File: src/hw/rtl/ldf_pkg.sv
package ldf_pkg;

  // Width of the per-line content counter.
  localparam int COUNT_WIDTH = 16;
  localparam int LEN_W       = 16;
  localparam int CMP_W       = (COUNT_WIDTH > LEN_W) ? COUNT_WIDTH : LEN_W;

  localparam logic [7:0] CH_CR = 8'h0D;
  localparam logic [7:0] CH_LF = 8'h0A;

  // Result queue geometry.
  localparam int QDEPTH = 4;
  localparam int QPTR_W = $clog2(QDEPTH);
  localparam int QCNT_W = $clog2(QDEPTH + 1);

  typedef enum logic [1:0] {
    REG_MAX_LEN = 2'd0,
    REG_STRIP   = 2'd1,
    REG_MODE    = 2'd2
  } ldf_reg_t;

  typedef enum logic [1:0] {
    MODE_ANY   = 2'd0,
    MODE_LF    = 2'd1,
    MODE_CRLF  = 2'd2,
    MODE_ALIAS = 2'd3
  } ldf_mode_t;

  typedef struct packed {
    logic [LEN_W-1:0] max_len;
    logic             strip;
    logic [1:0]       mode;
  } ldf_cfg_t;

  typedef struct packed {
    logic [7:0] data;
    logic       byte_valid;
    logic       frame_end;
    logic       too_long;
    logic       run_last;
  } ldf_res_t;

endpackage

File: src/hw/rtl/ldf_step.sv
module ldf_step (
  input  logic              clk,
  input  logic              rst_n,
  input  logic              fire,
  input  logic [7:0]        byte_in,
  input  ldf_pkg::ldf_cfg_t cfg,
  output ldf_pkg::ldf_res_t res0,
  output ldf_pkg::ldf_res_t res1,
  output logic [1:0]        res_n
);
  import ldf_pkg::*;

  logic                   discard_r, discard_nxt;
  logic                   cr_pend_r, cr_pend_nxt;
  logic [COUNT_WIDTH-1:0] count_r, count_nxt;

  ldf_res_t         r0, r1, emit_v;
  logic [1:0]       n;
  logic             is_lf, is_cr, lf_ends, cr_holds;

  // Content byte overflows when count + 1 exceeds the limit in force, which is
  // the smaller of the register and the counter's full-scale value.
  function automatic logic over_limit(input logic [COUNT_WIDTH-1:0] cnt,
                                      input logic [LEN_W-1:0] lim);
    over_limit = (CMP_W'(cnt) >= CMP_W'(lim)) || (&cnt);
  endfunction

  always_comb begin
    discard_nxt = discard_r;
    cr_pend_nxt = cr_pend_r;
    count_nxt   = count_r;
    r0          = '0;
    r1          = '0;
    emit_v      = '0;
    n           = 2'd0;
    is_lf       = (byte_in == CH_LF);
    is_cr       = (byte_in == CH_CR);
    lf_ends     = is_lf && (cfg.mode != MODE_CRLF);
    cr_holds    = is_cr && (cfg.mode != MODE_LF);

    if (cr_pend_r && is_lf && (cfg.mode != MODE_LF)) begin
      // Held CR completes a CR LF delimiter.
      cr_pend_nxt = 1'b0;
      if (discard_r) begin
        discard_nxt = 1'b0;
      end else if (cfg.strip) begin
        r0 = '{data: 8'h00, byte_valid: 1'b0, frame_end: 1'b1, too_long: 1'b0,
               run_last: 1'b0};
        n  = 2'd1;
      end else begin
        r0 = '{data: CH_CR, byte_valid: 1'b1, frame_end: 1'b0, too_long: 1'b0,
               run_last: 1'b0};
        r1 = '{data: CH_LF, byte_valid: 1'b1, frame_end: 1'b1, too_long: 1'b0,
               run_last: 1'b0};
        n  = 2'd2;
      end
      count_nxt = '0;
    end else begin
      // A held CR that does not start a delimiter becomes content first.
      if (cr_pend_r) begin
        cr_pend_nxt = 1'b0;
        if (!discard_nxt) begin
          if (over_limit(count_nxt, cfg.max_len)) begin
            r0 = '{data: 8'h00, byte_valid: 1'b0, frame_end: 1'b0, too_long: 1'b1,
                   run_last: 1'b0};
            discard_nxt = 1'b1;
            count_nxt   = '0;
          end else begin
            r0 = '{data: CH_CR, byte_valid: 1'b1, frame_end: 1'b0, too_long: 1'b0,
                   run_last: 1'b0};
            count_nxt = count_nxt + COUNT_WIDTH'(1);
          end
          n = 2'd1;
        end
      end

      if (lf_ends) begin
        if (discard_nxt) begin
          discard_nxt = 1'b0;
        end else begin
          emit_v = '{data: cfg.strip ? 8'h00 : CH_LF, byte_valid: !cfg.strip,
                     frame_end: 1'b1, too_long: 1'b0, run_last: 1'b0};
          if (n == 2'd0) r0 = emit_v;
          else           r1 = emit_v;
          n = n + 2'd1;
        end
        count_nxt = '0;
      end else if (cr_holds) begin
        cr_pend_nxt = 1'b1;
      end else if (!discard_nxt) begin
        if (over_limit(count_nxt, cfg.max_len)) begin
          emit_v = '{data: 8'h00, byte_valid: 1'b0, frame_end: 1'b0, too_long: 1'b1,
                     run_last: 1'b0};
          discard_nxt = 1'b1;
          count_nxt   = '0;
        end else begin
          emit_v = '{data: byte_in, byte_valid: 1'b1, frame_end: 1'b0,
                     too_long: 1'b0, run_last: 1'b0};
          count_nxt = count_nxt + COUNT_WIDTH'(1);
        end
        if (n == 2'd0) r0 = emit_v;
        else           r1 = emit_v;
        n = n + 2'd1;
      end
    end

    if (n == 2'd1) r0.run_last = 1'b1;
    if (n == 2'd2) r1.run_last = 1'b1;
  end

  always_ff @(posedge clk) begin
    if (!rst_n) begin
      discard_r <= 1'b0;
      cr_pend_r <= 1'b0;
      count_r   <= '0;
    end else if (fire) begin
      discard_r <= discard_nxt;
      cr_pend_r <= cr_pend_nxt;
      count_r   <= count_nxt;
    end
  end

  assign res0  = r0;
  assign res1  = r1;
  assign res_n = fire ? n : 2'd0;

endmodule

File: src/hw/rtl/ldf_res_queue.sv
module ldf_res_queue (
  input  logic              clk,
  input  logic              rst_n,
  input  ldf_pkg::ldf_res_t push0,
  input  ldf_pkg::ldf_res_t push1,
  input  logic [1:0]        push_n,
  output logic              room,
  output logic              deq_valid,
  input  logic              deq_ready,
  output ldf_pkg::ldf_res_t deq_data
);
  import ldf_pkg::*;

  ldf_res_t            entry_r [QDEPTH];
  logic [QPTR_W-1:0]   wr_ptr_r, wr_ptr_nxt;
  logic [QPTR_W-1:0]   rd_ptr_r, rd_ptr_nxt;
  logic [QCNT_W-1:0]   count_r, count_nxt;
  logic                pop;

  assign pop        = deq_valid && deq_ready;
  assign wr_ptr_nxt = wr_ptr_r + QPTR_W'(push_n);
  assign rd_ptr_nxt = rd_ptr_r + QPTR_W'(pop);
  assign count_nxt  = count_r + QCNT_W'(push_n) - QCNT_W'(pop);

  // Room for the two results one byte can cause, judged on the stored count.
  assign room      = (count_r <= QCNT_W'(QDEPTH - 2));
  assign deq_valid = (count_r != '0);
  assign deq_data  = entry_r[rd_ptr_r];

  always_ff @(posedge clk) begin
    if (push_n != 2'd0) entry_r[wr_ptr_r] <= push0;
    if (push_n == 2'd2) entry_r[wr_ptr_r + QPTR_W'(1)] <= push1;
  end

  always_ff @(posedge clk) begin
    if (!rst_n) begin
      wr_ptr_r <= '0;
      rd_ptr_r <= '0;
      count_r  <= '0;
    end else begin
      wr_ptr_r <= wr_ptr_nxt;
      rd_ptr_r <= rd_ptr_nxt;
      count_r  <= count_nxt;
    end
  end

endmodule

File: src/hw/rtl/line_delimiter_framer.sv
// Channel | Handshake            | Payload
// in      | in_valid / in_ready  | in_byte
// out     | out_valid / out_ready| out_byte, out_byte_valid, out_frame_end,
//         |                      | out_too_long, out_run_last
// cfg     | cfg_we (no wait)     | cfg_index, cfg_wdata
//
// A byte waits in the input register until the queue has room, then its results
// land in a four-entry result queue, and the first result shows from its head.
// One byte per cycle is taken while the queue holds at most two results, so a
// byte that yields two results needs two output transfers on a busy output.
// Synchronous active-low reset clears line state and restores register defaults.
// A stalled output fills the queue beyond two results and then drops in_ready.
module line_delimiter_framer (
  input  logic                      clk,
  input  logic                      rst_n,
  input  logic                      in_valid,
  output logic                      in_ready,
  input  logic [7:0]                in_byte,
  output logic                      out_valid,
  input  logic                      out_ready,
  output logic [7:0]                out_byte,
  output logic                      out_byte_valid,
  output logic                      out_frame_end,
  output logic                      out_too_long,
  output logic                      out_run_last,
  input  logic                      cfg_we,
  input  logic [1:0]                cfg_index,
  input  logic [ldf_pkg::LEN_W-1:0] cfg_wdata
);
  import ldf_pkg::*;

  ldf_cfg_t   cfg_r;
  logic       s1_valid_r;
  logic [7:0] s1_byte_r;
  logic       room, fire;
  ldf_res_t   res0, res1, head;
  logic [1:0] res_n;

  assign fire     = s1_valid_r && room;
  assign in_ready = !s1_valid_r || fire;

  always_ff @(posedge clk) begin
    if (!rst_n) begin
      cfg_r.max_len <= LEN_W'(1024);
      cfg_r.strip   <= 1'b1;
      cfg_r.mode    <= MODE_ANY;
    end else if (cfg_we) begin
      case (cfg_index)
        REG_MAX_LEN: cfg_r.max_len <= cfg_wdata;
        REG_STRIP:   cfg_r.strip   <= cfg_wdata[0];
        REG_MODE:    cfg_r.mode    <= cfg_wdata[1:0];
        default:     ;
      endcase
    end
  end

  always_ff @(posedge clk) begin
    if (!rst_n) begin
      s1_valid_r <= 1'b0;
    end else if (in_ready) begin
      s1_valid_r <= in_valid;
    end
  end

  always_ff @(posedge clk) begin
    if (in_ready && in_valid) s1_byte_r <= in_byte;
  end

  ldf_step u_step (
    .clk     (clk),
    .rst_n   (rst_n),
    .fire    (fire),
    .byte_in (s1_byte_r),
    .cfg     (cfg_r),
    .res0    (res0),
    .res1    (res1),
    .res_n   (res_n)
  );

  ldf_res_queue u_queue (
    .clk       (clk),
    .rst_n     (rst_n),
    .push0     (res0),
    .push1     (res1),
    .push_n    (res_n),
    .room      (room),
    .deq_valid (out_valid),
    .deq_ready (out_ready),
    .deq_data  (head)
  );

  assign out_byte       = head.data;
  assign out_byte_valid = head.byte_valid;
  assign out_frame_end  = head.frame_end;
  assign out_too_long   = head.too_long;
  assign out_run_last   = head.run_last;

endmodule

File: config.mk
export PLATFORM = sky130hd
export DESIGN_NAME = line_delimiter_framer
export DESIGN_NICKNAME = d
export VERILOG_FILES = /design/src/hw/rtl/ldf_pkg.sv /design/src/hw/rtl/ldf_step.sv /design/src/hw/rtl/ldf_res_queue.sv /design/src/hw/rtl/line_delimiter_framer.sv
export SDC_FILE = /design/constraint.sdc
export NUM_CORES = 1
export LEC_CHECK = 0
export ABC_AREA = 1
export BUFFER_PORTS_ARGS = -buffer_cell sky130_fd_sc_hd__buf_4
export CAP_MARGIN = 25
export CORE_ASPECT_RATIO = 1.1
export CORE_MARGIN = 5
export CORE_UTILIZATION = 40
export DETAILED_ROUTE_END_ITERATION = 16
export PLACE_DENSITY = 0.66
export REMOVE_ABC_BUFFERS = 1
export SETUP_SLACK_MARGIN = 0.5
export SLEW_MARGIN = 20
export SYNTH_ARGS = -nofsm -noshare
export SYNTH_HDL_FRONTEND = slang
export SYNTH_HIERARCHICAL = 1
export SYNTH_SLANG_ARGS = --single-unit
File: constraint.sdc
create_clock -name clk -period 3.55 [get_ports clk]
set_input_delay 0.355 -clock clk [delete_from_list [all_inputs] [get_ports clk]]
set_output_delay 0.355 -clock clk [all_outputs]
set_load 0.01 [all_outputs]
==> metrics.cfg <==
[global_routing]
grt_pass1_wl_um = 35300
overflow = 0
grt_pass1_vias = 7309
grt_usage_pct = 21.0
grt_max_degree = 36
antenna_found_initial = 0

[power_and_ir_drop]
p_leak_uw = 0.00446
total_power_uw = 3550
comb_power_share_pct = 31.0
p_int_uw = 2370
power_density_mw_per_mm2 = 328
switchingPower_uw = 1180
pwr-share-clk_pct = 29.7
pwr-share-seq_pct = 39.3
power.share.switching_pct = 33.2
ir_drop_mv = 0.243

[outcome]
failed_checks = setup timing
status = finished with violations

[logic_synthesis]
yosys_warnings = 6
syn_area_mm2 = 0.00723
yosys-top-cells-area = edfxtp_1 23%, dfxtp_1 12%, nand2_1 11%
ys_ff_latch = 101
ys_types = 48
synth_top_area_cell = edfxtp_1
avgSynthCellArea_um2 = 7.51
synth_ff_type = edfxtp_1
yosysTopAreaCellShare_pct = 23.2
ys_async_sr_fraction_pct = 0
seq_area_frac_synth_pct = 35.7
synthCells = 963
synth_edf_count = 56

[final_layout]
mostFrequentLayoutCells = 173 x buf_4, 158 x nand2_1, 99 x inv_1
final_common_cell = buf_4
n_antenna_cell = 0
post-route-cell-area_mm2 = 0.0108
final_util_pct = 61.0
fin_nets = 1232
drive_above_1_share_pct = 46.1
area_delta_synth_final_pct = 49.5

[timing]
worst_hold_slack_ns = 0.171
tightest_slew_ns = 0.959
finClkSkew_ns = 0.00689
finalWorstSetupSlack_ns = -0.0797
fin_crit_ns = 3.63
setup_viol = 17
fin_crit_sh_pct = 102
rsz0062_at_grt = yes
final_hold_viol_count = 0
relSlewSlack_pct = 36.1
timing.fmax_mhz = 276
drv_slew = 0

[clock_network]
root_buffer = clkbuf_16
hold_buffers = 0
insertion_delay_ns = 0.36
cts.sinks = 101
htree_levels = 3
cts_made_buffers = 9
cts_tree = built
clk_pin_slew_ns = 0.07
clock_path_buffers = 2

[route]
num_vias = 7476
drt_wl_total_um = 23700
firstDrtPassIters = 5
drc = 0
wl_per_cell_um = 16.9
via_per_inst = 5.32
drtIter0Drc = 500
postRouteAntennaNets = 0

[critical_path]
worst-path-buf-inv = 6
cp_common_cell = buf_4
worst-path-max-fanout = 6
worstPathArrival_ns = 3.74
critPathTopFamily = simple AND/OR/NAND/NOR gates
path_class = reg2reg
max_stage_delay_ns = 0.40
critPathLaunchType = flip-flop
worst_ep_required_time_ns = 3.66
cp_slowest_cell = dfxtp_2
endpoint_kind = flip-flop

[die]
die_h_um = 151
dieArea_mm2 = 0.0209
io_pins = 45
coreArea_mm2 = 0.0177
die_x_um = 138
initial_utilization_pct = 40.8
placementRows = 51

[place]
place.gp.congestion = 0.888
dpl-instance-area_mm2 = 0.00855
io_buffers = 44
hpwl_um = 14600

[hold_path]
min_path_type = in2reg

[run]
maxCapViolations = 0

[registers in the layout, indices dropped and copies added, names as in the netlist]
register,count
s1_valid_r,1
u_step/cr_pend_r,1
u_queue/entry_r,48
u_queue/wr_ptr_r,2
u_queue/rd_ptr_r,2
u_queue/count_r,3
s1_byte_r,8
u_step/discard_r,1
cfg_r,19
u_step/count_r,16
[cell type report]
class | count | area, um^2
clock buffers | 10 | 239
fillers | 1423 | 6920
clock inverters | 6 | 76.3
inverters | 144 | 574
repair buffers | 214 | 1990
multi-input cells | 691 | 5020
well taps | 238 | 298
flip-flops and latches | 101 | 2620
[through the flow]
step / setup slack [ns] / cells / setup TNS [ns]
6_report: -0.0797 / 1404 / -0.540
5_1_grt: -0.236 / 1404 / -10.16
3_3_place_gp: -0.273 / 1328 / -11.08
3_5_place_dp: -0.375 / 1328 / -14.97
4_1_cts: 0.0243 / 1386 / 0
2_1_floorplan: -0.255 / 933 / -12.23
[cells in the mapped netlist, types with 13 or more instances]
cell type    n
nand2_1    210
inv_1      133
nor2_1     111
nand3_1     57
edfxtp_1    56
a21oi_1     48
dfxtp_1     45
ha_1        39
o21ai_2     37
o21ai_0     33
o21ai_1     25
nand4_1     19
o22ai_1     18
buf_6       13
[what timing repair did]
action | 4_1_cts | 5_1_grt
setup buffers | 35 | 14
pin swaps | 67 | 89
endpoints found under the setup margin | 116 | 117
gates cloned | 7 | 4
gates resized for setup | 169 | 154
[layer usage]
layer  vias up  wire [um]  global-route usage, %
met5         -          0                      0
li1       3587          -                      -
met1      3506       8620                   22.2
met3       103       1270                   3.32
met2       280      12600                   40.1
met4         0       1270                   11.5
[path summary, 6_finish.rpt]
| check | start | endpoint | slack [ns] | cells past startpoint |
|---|---|---|---|---|
| hold reg to reg | cfg_r[13]$_SDFFE_PN1P_ | cfg_r[13]$_SDFFE_PN1P_ | 0.46 | 2 |
| setup / recovery | u_step/count_r[11]$_SDFFE_PN0P_ | u_queue/entry_r[0][4]$_DFFE_PP_ | -0.08 | 25 |
| hold / removal | in_byte[5] | s1_byte_r[5]$_DFFE_PP_ | 0.17 | 1 |
| setup reg to reg | u_step/count_r[11]$_SDFFE_PN0P_ | u_queue/entry_r[0][4]$_DFFE_PP_ | -0.08 | 25 |
[power groups by stage]
stage	sequential, uW	combinational, uW	clock (uW)
after detailed placement	1410	879	0
after global routing	1410	1200	1120
final	1400	1100	1050
after global placement	1410	860	0
after floorplan	1410	494	0
after CTS	1390	1020	1070
[worst register-to-register path, delay by kind of cell, from the launching register on]
kind            cells  cell delay, ns
simple gates       12            1.32
buf+inv             6            0.88
compound gates      6            0.52
flops               1            0.40
fa+ha+maj           1            0.27
[cells by family (layout without fill, tap and decap cells)]
logic type | Yosys count | count (layout) | synth area share [%]
flip-flops | 101 | 101 | 35.7
XOR/XNOR | 13 | 13 | 1.68
AO/OA/AOI/OAI | 181 | 181 | 15.7
adder cells (fa/ha/maj) | 40 | 40 | 7.02
buffers and inverters | 174 | 374 | 11.0
AND/OR/NAND/NOR | 454 | 457 | 28.9
No activity file was read; power rests on OpenSTA's default activity.
